===== src/sv/blr_pkg.sv =====
package blr_pkg;

	localparam int COORD_BITS   = 6;
	localparam int CFG_BITS     = COORD_BITS + 1;
	localparam int CFG_IDX_BITS = 2;
	localparam int ERR_BITS     = COORD_BITS + 2;
	localparam int WIDE_BITS    = COORD_BITS + 3;

	localparam logic [CFG_BITS-1:0] CANVAS_WIDTH_RST  = CFG_BITS'(60);
	localparam logic [CFG_BITS-1:0] CANVAS_HEIGHT_RST = CFG_BITS'(30);

	localparam logic GLYPH_STAR       = 1'b0;
	localparam logic GLYPH_UNDERSCORE = 1'b1;

	typedef enum logic [CFG_IDX_BITS-1:0] {
		CFG_CANVAS_WIDTH  = 2'd0,
		CFG_CANVAS_HEIGHT = 2'd1
	} cfg_index_t;

	typedef enum logic {
		ST_IDLE = 1'b0,
		ST_RUN  = 1'b1
	} state_t;

	typedef struct packed {
		logic [COORD_BITS-1:0] x_start;
		logic [COORD_BITS-1:0] y_start;
		logic [COORD_BITS-1:0] x_end;
		logic [COORD_BITS-1:0] y_end;
	} line_t;

	typedef struct packed {
		logic [COORD_BITS-1:0] point_x;
		logic [COORD_BITS-1:0] point_y;
		logic                  glyph;
		logic                  visible;
		logic                  last_point;
	} point_t;

	typedef struct packed {
		logic load;
		logic step;
	} dp_cmd_t;

	typedef struct packed {
		logic at_end;
	} dp_status_t;

endpackage


===== src/sv/bresenham_line_rasterizer_top.sv =====
// Line rasterizer: takes two endpoints and emits every point of the segment.
// item channel (item_valid/item_ready/item): one transaction per line, with
//   x_start, y_start, x_end, y_end.
// point channel (point_valid/point_ready/point): one transaction per point,
//   start to end inclusive, with glyph, canvas visibility and a last_point mark.
// Configuration: cfg_we with cfg_index 0 writes canvas_width, 1 writes
//   canvas_height; other indexes are ignored. Write only while no line is open.
// Latency: the first point is valid the cycle after the line is taken.
// Throughput: one point per cycle from the single error-term stepping unit;
//   a line has max(|dx|,|dy|)+1 points, at most 64. A new line is taken in
//   the cycle its predecessor's last point is taken, so lines run back to back.
// When point_ready is low the current point holds and the walk pauses.
// Reset: the walk returns to idle, canvas size becomes 60 by 30.
module bresenham_line_rasterizer_top (
	input  logic                             clk,
	input  logic                             arst_n,
	input  logic                             item_valid,
	output logic                             item_ready,
	input  blr_pkg::line_t                   item,
	output logic                             point_valid,
	input  logic                             point_ready,
	output blr_pkg::point_t                  point,
	input  logic                             cfg_we,
	input  logic [blr_pkg::CFG_IDX_BITS-1:0] cfg_index,
	input  logic [blr_pkg::CFG_BITS-1:0]     cfg_wdata
);

	blr_pkg::dp_cmd_t    cmd;
	blr_pkg::dp_status_t status;

	blr_ctrl u_ctrl (
		.clk         (clk),
		.arst_n      (arst_n),
		.item_valid  (item_valid),
		.item_ready  (item_ready),
		.point_valid (point_valid),
		.point_ready (point_ready),
		.status      (status),
		.cmd         (cmd)
	);

	blr_datapath u_dp (
		.clk       (clk),
		.arst_n    (arst_n),
		.cmd       (cmd),
		.status    (status),
		.item      (item),
		.cfg_we    (cfg_we),
		.cfg_index (cfg_index),
		.cfg_wdata (cfg_wdata),
		.point     (point)
	);

endmodule


===== src/sv/blr_ctrl.sv =====
module blr_ctrl (
	input  logic                clk,
	input  logic                arst_n,
	input  logic                item_valid,
	output logic                item_ready,
	output logic                point_valid,
	input  logic                point_ready,
	input  blr_pkg::dp_status_t status,
	output blr_pkg::dp_cmd_t    cmd
);

	blr_pkg::state_t state_q, state_nxt;
	logic            finish;

	always_ff @(posedge clk or negedge arst_n) begin
		if (!arst_n) begin
			state_q <= blr_pkg::ST_IDLE;
		end else begin
			state_q <= state_nxt;
		end
	end

	always_comb begin
		state_nxt   = state_q;
		point_valid = 1'b0;
		finish      = 1'b0;
		cmd.step    = 1'b0;
		unique case (state_q)
			blr_pkg::ST_IDLE: begin
				point_valid = 1'b0;
			end
			blr_pkg::ST_RUN: begin
				point_valid = 1'b1;
				finish      = point_ready && status.at_end;
				cmd.step    = point_ready && !status.at_end;
				if (finish) begin
					state_nxt = blr_pkg::ST_IDLE;
				end
			end
			default: begin
				state_nxt = blr_pkg::ST_IDLE;
			end
		endcase
		// a new line may start in the cycle the last point leaves
		item_ready = (state_q == blr_pkg::ST_IDLE) || finish;
		cmd.load   = item_valid && item_ready;
		if (cmd.load) begin
			state_nxt = blr_pkg::ST_RUN;
		end
	end

endmodule


===== src/sv/blr_datapath.sv =====
module blr_datapath (
	input  logic                                 clk,
	input  logic                                 arst_n,
	input  blr_pkg::dp_cmd_t                     cmd,
	output blr_pkg::dp_status_t                  status,
	input  blr_pkg::line_t                       item,
	input  logic                                 cfg_we,
	input  logic [blr_pkg::CFG_IDX_BITS-1:0]     cfg_index,
	input  logic [blr_pkg::CFG_BITS-1:0]         cfg_wdata,
	output blr_pkg::point_t                      point
);

	localparam int CB = blr_pkg::COORD_BITS;
	localparam int EB = blr_pkg::ERR_BITS;
	localparam int WB = blr_pkg::WIDE_BITS;

	logic [blr_pkg::CFG_BITS-1:0] canvas_width_q, canvas_height_q;

	logic [CB-1:0]        cur_x_q, cur_y_q, goal_x_q, goal_y_q, delta_x_q, delta_y_q;
	logic signed [EB-1:0] err_q;
	logic                 step_x_neg_q, step_y_neg_q, horizontal_q;

	logic                 ld_x_neg, ld_y_neg;
	logic [CB-1:0]        ld_dx, ld_dy;
	logic signed [WB-1:0] e2, dx_w, dy_w, err_w, err_nxt;
	logic                 move_x, move_y;

	// configuration registers
	always_ff @(posedge clk or negedge arst_n) begin
		if (!arst_n) begin
			canvas_width_q  <= blr_pkg::CANVAS_WIDTH_RST;
			canvas_height_q <= blr_pkg::CANVAS_HEIGHT_RST;
		end else if (cfg_we) begin
			unique case (blr_pkg::cfg_index_t'(cfg_index))
				blr_pkg::CFG_CANVAS_WIDTH:  canvas_width_q  <= cfg_wdata;
				blr_pkg::CFG_CANVAS_HEIGHT: canvas_height_q <= cfg_wdata;
				default: begin
				end
			endcase
		end
	end

	// setup of a new line
	always_comb begin
		ld_x_neg = !(item.x_start < item.x_end);
		ld_y_neg = !(item.y_start < item.y_end);
		ld_dx    = ld_x_neg ? item.x_start - item.x_end : item.x_end - item.x_start;
		ld_dy    = ld_y_neg ? item.y_start - item.y_end : item.y_end - item.y_start;
	end

	// error term step
	always_comb begin
		dx_w    = signed'(WB'(delta_x_q));
		dy_w    = signed'(WB'(delta_y_q));
		err_w   = WB'(err_q);
		e2      = err_w <<< 1;
		move_x  = e2 > -dy_w;
		move_y  = e2 < dx_w;
		err_nxt = err_w - (move_x ? dy_w : '0) + (move_y ? dx_w : '0);
	end

	always_ff @(posedge clk or negedge arst_n) begin
		if (!arst_n) begin
			cur_x_q      <= '0;
			cur_y_q      <= '0;
			goal_x_q     <= '0;
			goal_y_q     <= '0;
			delta_x_q    <= '0;
			delta_y_q    <= '0;
			err_q        <= '0;
			step_x_neg_q <= 1'b0;
			step_y_neg_q <= 1'b0;
			horizontal_q <= 1'b0;
		end else if (cmd.load) begin
			cur_x_q      <= item.x_start;
			cur_y_q      <= item.y_start;
			goal_x_q     <= item.x_end;
			goal_y_q     <= item.y_end;
			delta_x_q    <= ld_dx;
			delta_y_q    <= ld_dy;
			err_q        <= signed'(EB'(ld_dx)) - signed'(EB'(ld_dy));
			step_x_neg_q <= ld_x_neg;
			step_y_neg_q <= ld_y_neg;
			horizontal_q <= (ld_dy == '0);
		end else if (cmd.step) begin
			err_q <= EB'(err_nxt);
			if (move_x) begin
				cur_x_q <= step_x_neg_q ? cur_x_q - CB'(1) : cur_x_q + CB'(1);
			end
			if (move_y) begin
				cur_y_q <= step_y_neg_q ? cur_y_q - CB'(1) : cur_y_q + CB'(1);
			end
		end
	end

	assign status.at_end = (cur_x_q == goal_x_q) && (cur_y_q == goal_y_q);

	always_comb begin
		point.point_x    = cur_x_q;
		point.point_y    = cur_y_q;
		point.glyph      = horizontal_q ? blr_pkg::GLYPH_UNDERSCORE : blr_pkg::GLYPH_STAR;
		point.visible    = ({1'b0, cur_x_q} < canvas_width_q)
			&& ({1'b0, cur_y_q} < canvas_height_q);
		point.last_point = status.at_end;
	end

endmodule


===== config.mk =====
export PLATFORM = sky130hd
export DESIGN_NAME = bresenham_line_rasterizer_top
export DESIGN_NICKNAME = d
export VERILOG_FILES = /design/src/sv/blr_pkg.sv /design/src/sv/bresenham_line_rasterizer_top.sv /design/src/sv/blr_ctrl.sv /design/src/sv/blr_datapath.sv
export SDC_FILE = /design/constraint.sdc
export NUM_CORES = 1
export LEC_CHECK = 0
export ABC_AREA = 1
export BUFFER_PORTS_ARGS = -buffer_cell sky130_fd_sc_hd__buf_2
export CORE_ASPECT_RATIO = 1.25
export CORE_MARGIN = 2
export CORE_UTILIZATION = 45
export CTS_BUF_LIST = sky130_fd_sc_hd__clkbuf_4 sky130_fd_sc_hd__clkbuf_8
export CTS_CLUSTER_DIAMETER = 60
export DETAILED_ROUTE_END_ITERATION = 8
export GPL_ROUTABILITY_DRIVEN = 0
export PLACE_DENSITY_LB_ADDON = 0.05
export SKIP_LAST_GASP = 1
export SLEW_MARGIN = 10
export SYNTH_ARGS = -nofsm -noshare
export SYNTH_HDL_FRONTEND = slang
export SYNTH_SLANG_ARGS = --single-unit

===== constraint.sdc =====
create_clock -name clk -period 9.56 [get_ports clk]
set_clock_uncertainty 0.15 [all_clocks]
set_input_delay 1.912 -clock clk [delete_from_list [all_inputs] [get_ports clk]]
set_output_delay 1.912 -clock clk [all_outputs]
set_load 0.01 [all_outputs]

* Word level (Yosys, flattened, before mapping)
Index checks and enable logic that the tools add are counted.
Widths: inputs -> output; s select.
** Word-level totals
- Register bits :: 62
- Output and inout port bits :: 17
- Word-level logic and storage cells :: 74
** Cells by class
- Add/subtract/negate cells :: 12
- Magnitude comparators :: 6
- Eq/ne operators :: 3
- Muxes and demuxes :: 21
- Bitwise gates (word level) :: 1
- Reduce and logical (&&, ||, !) cells :: 18
** Operators by type and width (number)
- $mux 6 :: 12
- $sub 6x6->6 :: 4
- $mux 8 :: 2
- $lt 6x7->1 :: 2
- $add 6x1->6 const B :: 2
- $eq 6x6->1 :: 2
- $lt 6x6->1 :: 2
- $sub 6x1->6 const B :: 2
- $gt 9x9->1 :: 1
- $lt 9x7->1 :: 1
- $neg 6->9 :: 1
- $add 8x8->8 :: 1
- $reduce_and 2->1 :: 4
- $sub 8x6->8 :: 1
- $sub 6x6->7 :: 1
- $logic_not 6->1 :: 1
- $mux 1 :: 6
- $reduce_bool 2->1 :: 3
- $logic_and 1x1->1 :: 5
- $logic_not 1->1 :: 3
- $eq 2x1->1 const B :: 1
- $logic_not 2->1 :: 1
- $pmux 1 s2 :: 1
- $logic_or 1x1->1 :: 1
- $not 1->1 :: 1

* Longest topological paths before layout
Gate-level depths: netlist of run 1.
- Depth after elaboration :: 8
- Depth in mapped cells :: 27
- Mapped depth without buffers :: 27

* Cells and area by module
From an unflattened synthesis of run 1, not the netlist that was laid out.
** Second synthesis, totals
- Cells, all modules :: 818
- Area total of the unflattened synthesis :: 5804.3 um^2
** By module, submodules not included
- blr_datapath :: times used 1, cells each 810, area each 5749.3 um^2
- blr_ctrl :: times used 1, cells each 8, area each 55.1 um^2

* Worst setup path before layout of run 1
Ideal clock, no wire load.
- Kind :: input-to-reg
- Start point :: in item[18] (netlist name)
- End point :: reg u_dp.err_q[6]
- Library setup time :: 117 ps
- Data arrival time :: 4214 ps
- Required time :: 9293 ps
- Setup slack :: 5079 ps
- Cell stages on the path :: 20
- Path buffers :: 0
- Cell sequence :: inv_1 ha_1 inv_1 fa_1 nand4_1 o211ai_2 o21ai_1 inv_1 fa_1 nand3b_1 nand2_1 nand2_1 inv_1 nor2_1 nor2_1 nor2_1 nand3_1 nand2_1 nand2_1 nand2_1
** Between the ends
- Word-level cells in the longest chain between the ends :: 4
- Elaborated cells on any way between the ends :: 6
** RTL lines
- start, declared :: line bresenham_line_rasterizer_top.sv:19 : input blr_pkg::line_t item,
- $sub 6x6->6 or $lt 6x6->1 (tied branches) :: line blr_datapath.sv:47, blr_datapath.sv:45
- $mux 6 (*) :: line blr_datapath.sv:47 : ld_dx = ld_x_neg ? item.x_start - item.x_end : item.x_end - item.x_start;
- net u_dp.ld_dx[1] :: line blr_datapath.sv:24 : logic [CB-1:0] ld_dx, ld_dy;
- $sub 6x6->7 (*) :: line blr_datapath.sv:81 : err_q <= signed'(EB'(ld_dx)) - signed'(EB'(ld_dy));
- $mux 8 (*) :: line blr_datapath.sv:74 : end else if (cmd.load) begin
- end signal, assigned :: line blr_datapath.sv:81
- end signal, assigned :: line blr_datapath.sv:86 : err_q <= EB'(err_nxt);
- end, declared :: line blr_datapath.sv:20 : logic signed [EB-1:0] err_q;
Mark *: on every way through the listed nets, which the timed path passes. The rest lies on a longest branch.
A chain may end at the register's enable or synchronous reset.

* Worst setup path in the final report of run 1
Same ends and word-level chain as after synthesis.

==> results.txt, run 1 <==
Net Switching: 953.6 uW
Area of the mapped netlist: 0.005827 mm2
Most frequent cells in the layout: nand2_1 (242), inv_1 (150), ha_1 (69), nor2_1 (60), nand3_1 (59)
Initial Util: 0.4602
Initial antenna violation count: 0
Switching part of the total: 0.5013
Die H: 131.2 um
Top post-synthesis cells by area: dfrtp_1 (23%), nand2_1 (16%), ha_1 (15%), inv_1 (9.7%), nand3_1 (5.1%)
Total number of vias: 5247
CP Cell Sequence: buf_2 > inv_1 > ha_1 > inv_1 > fa_1 > nand4_1 > o211ai_2 > o21ai_1 > inv_1 > fa_1 > nand3b_1 > nand2_1 > nand2_1 > inv_1 > nor2_1 > nor2_1 > nor2_1 > nand3_1 > nand2_1 > nand2_1 > nand2_1
Leakage power: 0.003690 uW
Total power: 1902 uW
DRT iter0 DRCs: 227
Horiz. Die Dim: 105.8 um
Setup crit end: u_dp.err_q[6]$_DFFE_PN0P_
Slowest CP cell: fa_1
R2R depth: 24
Sequential Power Share: 0.239
Gate power share: 0.640
Synth warn: 0
Relative slew slack: 0.4250
Routed len/inst: 14.01 um
Most common cell after layout, fill and taps aside: nand2_1
Synth unique cells: 36
Detail Placement HPWL: 11870 um
Synth Instances: 839
CP Data Required Time: 9.65 ns
Clock power share: 0.121
Max VDD drop: 0.0001778 V
Worst R2R Start: u_dp.delta_y_q[0]$_DFFE_PN0P_
Status: finished, final reports clean
Fin crit share: 0.4827
CP Max Fanout: 8
Int Pwr: 948.6 uW
Placed instance count: 1042
CTS tree: built
Post-CTS setup buffer count: 0
Clock root buffer: clkbuf_8
Syn avg cell area: 6.945 um2
FF-to-FF setup slack: 5.06 ns
Hold-fix buffers at CTS: 0
Worst Path Arrival: 4.70 ns
Fmax: 216.7 MHz
Row cnt: 46
Clk slew on worst S/H paths: 0.07 ns
Min-Delay Path Class: register to register
Min Tclk post-route: 4.615 ns
CP Class: primary input to register
H-tree levels: 3
Die ar.: 0.01388 mm2
Max-slew violations: 0
Final nets: 1005
Setup crit start: item[18]
Share of layout cells above drive strength 1: 0.1056
Grt ovf: 0
Cell taking the most area after synthesis: dfrtp_1
Post_cts resized: 0
Max Cap Viol: 0
CP peak stage delay: 0.46 ns
RSZ-0062 raised after global routing: no
Ant. Diodes: 0
Sequential share of the synthesized area: 0.2680
Clock latency on the worst-skew pair: 0.35 ns
Final hold vios: 0
Pwr Density: 297.8 mW/mm2
Synth-to-Final Area Change: 9.641%
Startpoint Class: primary input
I/O Pins: 55
First drt pass iteration count: 4
Largest net degree at the start of global routing: 80
Flops & latches, synth: 62
Syn nets: 959
Antenna viol nets, final: 0
Top cell type's share of synthesized area: 0.2319
Core area: 0.01266 mm2
Vias in the first global route: 5399
DRC: 0
Crit path top cell by count: nand2_1
First-pass GRT wire length: 25160 um
PortBufs: 54
Clock tree buffer depth: 2
Final setup TNS: 0 ns
Worst-Margin Slew: 0.8625 ns
Routed WL: 14820 um
Post-route insts no fill: 1058
Reg2reg end: u_dp.err_q[7]$_DFFE_PN0P_
Total GRT Usage: 0.2282
Setup-failing EPs final: 0
TritonCTS Buffers: 9
DR vias/cell: 4.959
Crit. End Element: register
Clk sinks: 62
final cells by class:
class	instances	area (um2)
clock inverter	7	65.06
multi-input combinational	604	3576
clock buffer	9	123.9
fill	1332	6274
sequential	62	1562
inverter	153	574.3
timing repair buffer	55	277.8
tap	168	210.2
sequential cells by signal, summed over array words and instances (netlist names):
| name | cells |
|---|---|
| u_dp.cur_x_q | 6 |
| u_dp.step_x_neg_q | 1 |
| u_dp.delta_x_q | 6 |
| u_dp.err_q | 8 |
| u_dp.canvas_height_q | 7 |
| u_dp.step_y_neg_q | 1 |
| u_dp.cur_y_q | 6 |
| u_dp.horizontal_q | 1 |
| u_dp.goal_y_q | 6 |
| u_ctrl.state_q | 1 |
| u_dp.goal_x_q | 6 |
| u_dp.canvas_width_q | 7 |
| u_dp.delta_y_q | 6 |
layer usage:
| layer | wire (um) | GRT usage | share of wire |
|---|---|---|---|
| met2 | 7618 | 0.4147 | 0.51 |
| met5 | 0 | 0 | 0 |
| met1 | 6104 | 0.2538 | 0.41 |
| met4 | 772 | 0.1360 | 0.052 |
| met3 | 327 | 0.02232 | 0.022 |
critical path, delay by kind of cell:
kind                       cells  cell delay (ns)
adders and majority gates      3             1.04
and+or+nand+nor               11             0.84
AOI/OAI and AO/OA              2             0.45
buffers and inverters          5             0.43
kinds of logic after synthesis:
family          count (synthesis)  share of synthesized area
simple gates                  388                     0.2766
buf+inv                       173                     0.1183
compound gates                104                    0.09920
fa+ha+maj                      82                     0.1928
flops                          62                     0.2680
xor+xnor                       30                    0.04509
power by group through the flow:
| stage | Clock [uW] | Sequential, uW | Combinational (uW) |
|---|---|---|---|
| final | 230 | 456 | 1220 |
| after global routing | 249 | 467 | 1430 |
| after CTS | 238 | 456 | 1230 |
| after detailed placement | 0 | 460 | 1220 |
| after global placement | 0 | 459 | 1200 |
| after floorplan | 0 | 430 | 931 |
worst min path at each step:
stage / start / end / slack, ns / cells after the start
floorplan: u_dp.canvas_height_q[5]$_DFFE_PN0P_ / u_dp.canvas_height_q[5]$_DFFE_PN0P_ / 0.30 / 2
global placement: u_dp.canvas_width_q[6]$_DFFE_PN0P_ / u_dp.canvas_width_q[6]$_DFFE_PN0P_ / 0.32 / 2
detailed placement: u_dp.canvas_width_q[6]$_DFFE_PN0P_ / u_dp.canvas_width_q[6]$_DFFE_PN0P_ / 0.33 / 2
CTS: u_dp.canvas_height_q[2]$_DFFE_PN1P_ / u_dp.canvas_height_q[2]$_DFFE_PN1P_ / 0.34 / 2
global route: u_dp.canvas_height_q[2]$_DFFE_PN1P_ / u_dp.canvas_height_q[2]$_DFFE_PN1P_ / 0.36 / 2
finish: u_dp.canvas_width_q[6]$_DFFE_PN0P_ / u_dp.canvas_width_q[6]$_DFFE_PN0P_ / 0.34 / 2
stage by stage:
stage / util / hold slack [ns] / instance area, um2 / setup WS [ns]
finish: 0.5045 / 0.3403 / 6389 / 4.945
global route: 0.5045 / 0.3576 / 6389 / 4.488
CTS: 0.5045 / 0.3449 / 6389 / 4.965
detailed placement: 0.4896 / 0.3256 / 6200 / 4.583
global placement: 0.4896 / 0.3189 / 6200 / 4.722
floorplan: - / 0.3030 / 5827 / 5.079
Yosys cell counts (all sizes together):
| cell | instances |
|---|---|
| a21boi | 2 |
| a21o | 4 |
| a21oi | 33 |
| a31oi | 4 |
| and2 | 1 |
| buf | 11 |
| clkbuf | 9 |
| dfrtp | 54 |
| dfstp | 8 |
| fa | 13 |
| ha | 69 |
| inv | 153 |
| nand2 | 244 |
| nand3 | 60 |
| nand3b | 3 |
| nand4 | 11 |
| nor2 | 63 |
| nor3 | 3 |
| o211ai | 1 |
| o21a | 1 |
| o21ai | 54 |
| o21bai | 4 |
| o31ai | 1 |
| or2 | 3 |
| xnor2 | 9 |
| xor2 | 21 |
No activity file was read; power rests on OpenSTA's default activity.
==> inputs of run 2 (changes only) <==
clock period = 4.85 ns   (was 9.56 ns; I/O delays follow)
==> results.txt, run 2 (synthesis results as in run 1) <==
Share of layout cells above drive strength 1: 0.1067
CP Cell Sequence: inv_1 > ha_1 > nand3_1 > nor3_1 > ha_1 > nand2_1 > inv_1 > a21oi_1 > nand3_1 > nand2_1 > nand3_2 > nor2_1 > fa_1 > inv_1 > ha_1 > a21oi_1 > nand2_1 > nand2_1 > nor2_1 > o21ai_0 > nand2_1 > o21ai_0 > nand2_1 > nand2_1
Setup-failing EPs final: 0
R2R depth: 24
Most common cell after layout, fill and taps aside: nand2_1
Pwr Density: 596.8 mW/mm2
Die ar.: 0.01388 mm2
Largest net degree at the start of global routing: 80
Worst-Margin Slew: 0.8824 ns
CP Data Required Time: 4.98 ns
Final setup TNS: 0 ns
Reg with most FFs: u_dp.err_q
Row cnt: 46
First drt pass iteration count: 4
Clock power share: 0.126
Ant. Diodes: 0
DRT iter0 DRCs: 277
Die H: 131.2 um
Clk slew on worst S/H paths: 0.08 ns
DR vias/cell: 5.009
Largest regs: u_dp.err_q x8, u_dp.canvas_height_q x7, u_dp.canvas_width_q x7
RSZ-0062 raised after global routing: no
Initial antenna violation count: 0
Setup crit start: u_dp.delta_y_q[0]$_DFFE_PN0P_
Most frequent cells in the layout: nand2_1 (242), inv_1 (150), ha_1 (69), nor2_1 (60), nand3_1 (58)
Gate power share: 0.640
Clock root buffer: clkbuf_8
Final hold vios: 0
Hold-fix buffers at CTS: 0
Clk sinks: 62
Synth-to-Final Area Change: 9.985%
Leakage power: 0.003709 uW
Min-Delay Path Class: register to register
Sequential Power Share: 0.234
Max VDD drop: 0.0004210 V
CP peak stage delay: 0.42 ns
Clock latency on the worst-skew pair: 0.35 ns
Max FFs per register: 8
Routed len/inst: 14.33 um
Crit. End Element: register
First-pass GRT wire length: 25130 um
H-tree levels: 3
Pre-CTS setup slack: 0.5008 ns
Horiz. Die Dim: 105.8 um
TritonCTS Buffers: 9
CP Class: register to register
Setup crit end: u_dp.err_q[5]$_DFFE_PN0P_
Vias in the first global route: 5319
Antenna viol nets, final: 0
Min Tclk post-route: 4.336 ns
CP Max Fanout: 7
Startpoint Class: register
Fmax: 230.6 MHz
Routed WL: 15160 um
Final nets: 1005
FF-to-FF setup slack: 0.51 ns
Status: finished, final reports clean
Fin crit share: 0.8940
Clock tree buffer depth: 2
Total GRT Usage: 0.2272
Crit path top cell by count: nand2_1
CTS tree: built
Layout Utilization: 0.5061
Reg2reg end: u_dp.err_q[5]$_DFFE_PN0P_
Relative slew slack: 0.4117
Int Pwr: 1915 uW
Max Cap Viol: 0
Worst Path Arrival: 4.47 ns
Max-slew violations: 0
I/O Pins: 55
Initial Util: 0.4602
Worst setup margin: 0.5143 ns
Grt ovf: 0
DRC: 0
Net Switching: 1910 uW
Final hold slack: 0.3333 ns
Core area: 0.01266 mm2
Detail Placement HPWL: 12140 um
Worst R2R Start: u_dp.delta_y_q[0]$_DFFE_PN0P_
Slowest CP cell: fa_1
PortBufs: 54
Total number of vias: 5299
Switching part of the total: 0.4994
## run 2: changes by cell type in the layout (fill, tap and decap cells not counted), sizes merged
cell	delta
clkinvlp	-2
clkinv	-1
clkbuf	+3
## run 2: repair_timing
action | in CTS | in global routing
setup buffers | 0 | 0
resized for setup | 0 | 1
endpoints found under the setup margin | 0 | 2
## run 2: routing by layer
metal / global-route usage / routed length, um / up-vias
li1: - / - / 2713
met1: 0.2605 / 6254 / 2470
met2: 0.4118 / 7938 / 85
met3: 0.03571 / 421 / 31
met4: 0.09942 / 544 / 0
met5: 0 / 0 / -
## run 2: worst min-delay path by stage
| stage | cells past startpoint | start | end | slack, ns |
|---|---|---|---|---|
| floorplan | 2 | u_dp.canvas_height_q[5]$_DFFE_PN0P_ | u_dp.canvas_height_q[5]$_DFFE_PN0P_ | 0.30 |
| global placement | 2 | u_dp.canvas_height_q[6]$_DFFE_PN0P_ | u_dp.canvas_height_q[6]$_DFFE_PN0P_ | 0.32 |
| detailed placement | 2 | u_dp.canvas_height_q[5]$_DFFE_PN0P_ | u_dp.canvas_height_q[5]$_DFFE_PN0P_ | 0.33 |
| CTS | 2 | u_dp.canvas_height_q[5]$_DFFE_PN0P_ | u_dp.canvas_height_q[5]$_DFFE_PN0P_ | 0.34 |
| global route | 2 | u_dp.canvas_height_q[5]$_DFFE_PN0P_ | u_dp.canvas_height_q[5]$_DFFE_PN0P_ | 0.37 |
| finish | 2 | u_dp.canvas_height_q[5]$_DFFE_PN0P_ | u_dp.canvas_height_q[5]$_DFFE_PN0P_ | 0.33 |
## run 2: critical path: cells and delay by family (launching register included)
| family | cells | cell delay, ns |
|---|---|---|
| AND/OR/NAND/NOR | 13 | 1.49 |
| adder cells (fa/ha/maj) | 4 | 1.23 |
| AO/OA/AOI/OAI | 4 | 0.75 |
| buffers and inverters | 3 | 0.24 |
| flip-flops | 1 | 0.40 |
## run 2: metrics by stage
stage | std cells | instance area [um2] | power, uW
finish | 1058 | 6409 | 3825
global route | 1058 | 6409 | 4290
CTS | 1058 | 6404 | 3844
detailed placement | 1042 | 6200 | 3335
global placement | 1042 | 6200 | 3270
floorplan | 839 | 5827 | 2682
## run 2: cell type report
class / instances / area, um2
clock buffer: 12 / 158.9
clock inverter: 4 / 45.04
fill: 1301 / 6254
inverter: 153 / 574.3
multi-input combinational: 604 / 3581
sequential: 62 / 1562
tap: 168 / 210.2
timing repair buffer: 55 / 277.8
## run 2: power by group through the flow
| stage | combinational (uW) | sequential, uW | clock [uW] |
|---|---|---|---|
| final | 2450 | 895 | 481 |
| after floorplan | 1840 | 847 | 0 |
| after CTS | 2450 | 901 | 495 |
| after detailed placement | 2430 | 909 | 0 |
| after global placement | 2360 | 905 | 0 |
| after global routing | 2850 | 921 | 516 |
==> inputs of run 3 (changes only) <==
CORE_UTILIZATION = 56   (was 45)
clock period = 3.86 ns   (was 4.85 ns; I/O delays follow)
==> results.txt, run 3 (synthesis results as in run 1) <==
Vias in the first global route: 5430
Largest net degree at the start of global routing: 46
TritonCTS Buffers: 9
Most frequent cells in the layout: nand2_1 (236), inv_1 (143), ha_1 (63)
Die ar.: 0.01124 mm2
Worst setup margin: -0.02232 ns
CP Data Required Time: 4.00 ns
Final hold slack: 0.3402 ns
Min-Delay Path Class: register to register
Ant. Diodes: 0
Max FFs per register: 8
Die H: 118.0 um
Row cnt: 41
Antenna viol nets, final: 0
Detail Placement HPWL: 11740 um
Post-route insts no fill: 1053
Routed WL: 15020 um
Clock root buffer: clkbuf_8
Total GRT Usage: 0.2803
Pre-CTS setup slack: -0.1466 ns
CP Class: register to register
Worst-Margin Slew: 0.7995 ns
Fmax: 257.6 MHz
Failing checks: setup timing
Max-slew violations: 0
Setup-failing EPs final: 1
Synth-to-Final Area Change: 18.14%
RSZ-0062 raised after global routing: yes
Total number of vias: 5549
Min Tclk post-route: 3.882 ns
Horiz. Die Dim: 95.24 um
Clk sinks: 62
Initial Util: 0.5766
H-tree levels: 3
Initial antenna violation count: 0
Area after DPL: 0.006396 mm2
Crit. End Element: register
Final hold vios: 0
Clock latency on the worst-skew pair: 0.35 ns
Placed instance count: 1034
DRC: 0
Most common cell after layout, fill and taps aside: nand2_1
Final Instance Area: 0.006884 mm2
Routed len/inst: 14.26 um
Reg with most FFs: u_dp.err_q
DR vias/cell: 5.270
Share of layout cells above drive strength 1: 0.1840
Hold-fix buffers at CTS: 0
Pwr Density: 815.5 mW/mm2
Worst Path Arrival: 4.02 ns
DRT iter0 DRCs: 317
Fin crit share: 1.006
Clock tree buffer depth: 2
I/O Pins: 55
Status: finished with violations
Leakage power: 0.003903 uW
Core area: 0.01011 mm2
Clk slew on worst S/H paths: 0.07 ns
Startpoint Class: register
Largest regs: u_dp.err_q x8, u_dp.canvas_height_q x7, u_dp.canvas_width_q x7
First drt pass iteration count: 5
Max VDD drop: 0.0003891 V
Grt ovf: 0
First-pass GRT wire length: 24860 um
Final nets: 1039
PortBufs: 54
Relative slew slack: 0.4670
Max Cap Viol: 0
CP Max Fanout: 7
CTS tree: built
[run 3: cell types whose count changed in the layout (fill, tap and decap cells not counted), sizes merged]
cell    delta
bufinv     +1
buf       +34
clkbuf     +1
clkinv     -2
[run 3: final timing paths]
kind | start | endpoint | slack [ns] | cells past startpoint
worst min register to register | u_dp.delta_x_q[0]$_DFFE_PN0P_ | u_dp.delta_x_q[0]$_DFFE_PN0P_ | 0.34 | 2
worst max register to register | u_dp.delta_y_q[0]$_DFFE_PN0P_ | u_dp.err_q[7]$_DFFE_PN0P_ | -0.02 | 25
worst min-delay path | u_dp.delta_x_q[0]$_DFFE_PN0P_ | u_dp.delta_x_q[0]$_DFFE_PN0P_ | 0.34 | 2
max in group asynchronous | arst_n | u_dp.canvas_height_q[4]$_DFFE_PN1P_ | 2.50 | 2
min in group asynchronous | arst_n | u_dp.err_q[2]$_DFFE_PN0P_ | 0.35 | 1
worst max-delay path | u_dp.delta_y_q[0]$_DFFE_PN0P_ | u_dp.err_q[7]$_DFFE_PN0P_ | -0.02 | 25
[run 3: per-layer routing]
metal,global-route usage,wire [um],up-vias
met3,0.04353,608,44
met4,0.1259,543,0
met5,0,0,-
li1,-,-,2786
met1,0.3475,6490,2591
met2,0.4714,7378,128
[run 3: critical path, cell delays in order (launching register included)]
cell and delay [ns]:
dfrtp_1 0.39, buf_4 0.15, nor3_4 0.15, buf_4 0.14, xor2_1 0.17, ha_1 0.28, nand2_2 0.11, inv_2 0.03
nand2_1 0.04, nand2_1 0.06, nand2_2 0.07, nand4_1 0.16, nand3_4 0.21, nor2_4 0.06, fa_2 0.57, inv_2 0.05
ha_4 0.26, nand3_2 0.07, nand2_2 0.09, nand4_1 0.10, nand2_1 0.12, xnor2_1 0.12, nand2_1 0.07, nand2_1 0.08
nand2_1 0.06, nand2_1 0.06
[run 3: report_power, final]
| part | switching (uW) | internal [uW] |
|---|---|---|
| sequential | 271 | 858 |
| combinational | 2110 | 1690 |
| clock | 260 | 423 |
| total | 2640 | 2970 |
[run 3: repair_timing]
item,CTS,global route
pin swaps,2,27
setup buffers,2,1
resized for setup,17,38
endpoints found under the setup margin,5,7
[run 3: metrics by stage]
stage,setup TNS (ns),power [uW],utilization
2_1_floorplan,0,3370,-
3_3_place_gp,-0.09004,4299,0.6329
3_5_place_dp,-0.5817,4404,0.6329
4_1_cts,-0.009716,5199,0.6640
5_1_grt,-0.9985,6169,0.6812
6_report,-0.02232,5614,0.6812
[run 3: final cells by class]
cell class | instances | area [um2]
Clock buffer | 13 | 172.7
Clock inverter | 3 | 65.06
Fill cell | 889 | 3222
Inverter | 153 | 574.3
Multi-Input combinational cell | 604 | 3804
Sequential cell | 62 | 1562
Tap cell | 129 | 161.4
Timing Repair Buffer | 89 | 545.5
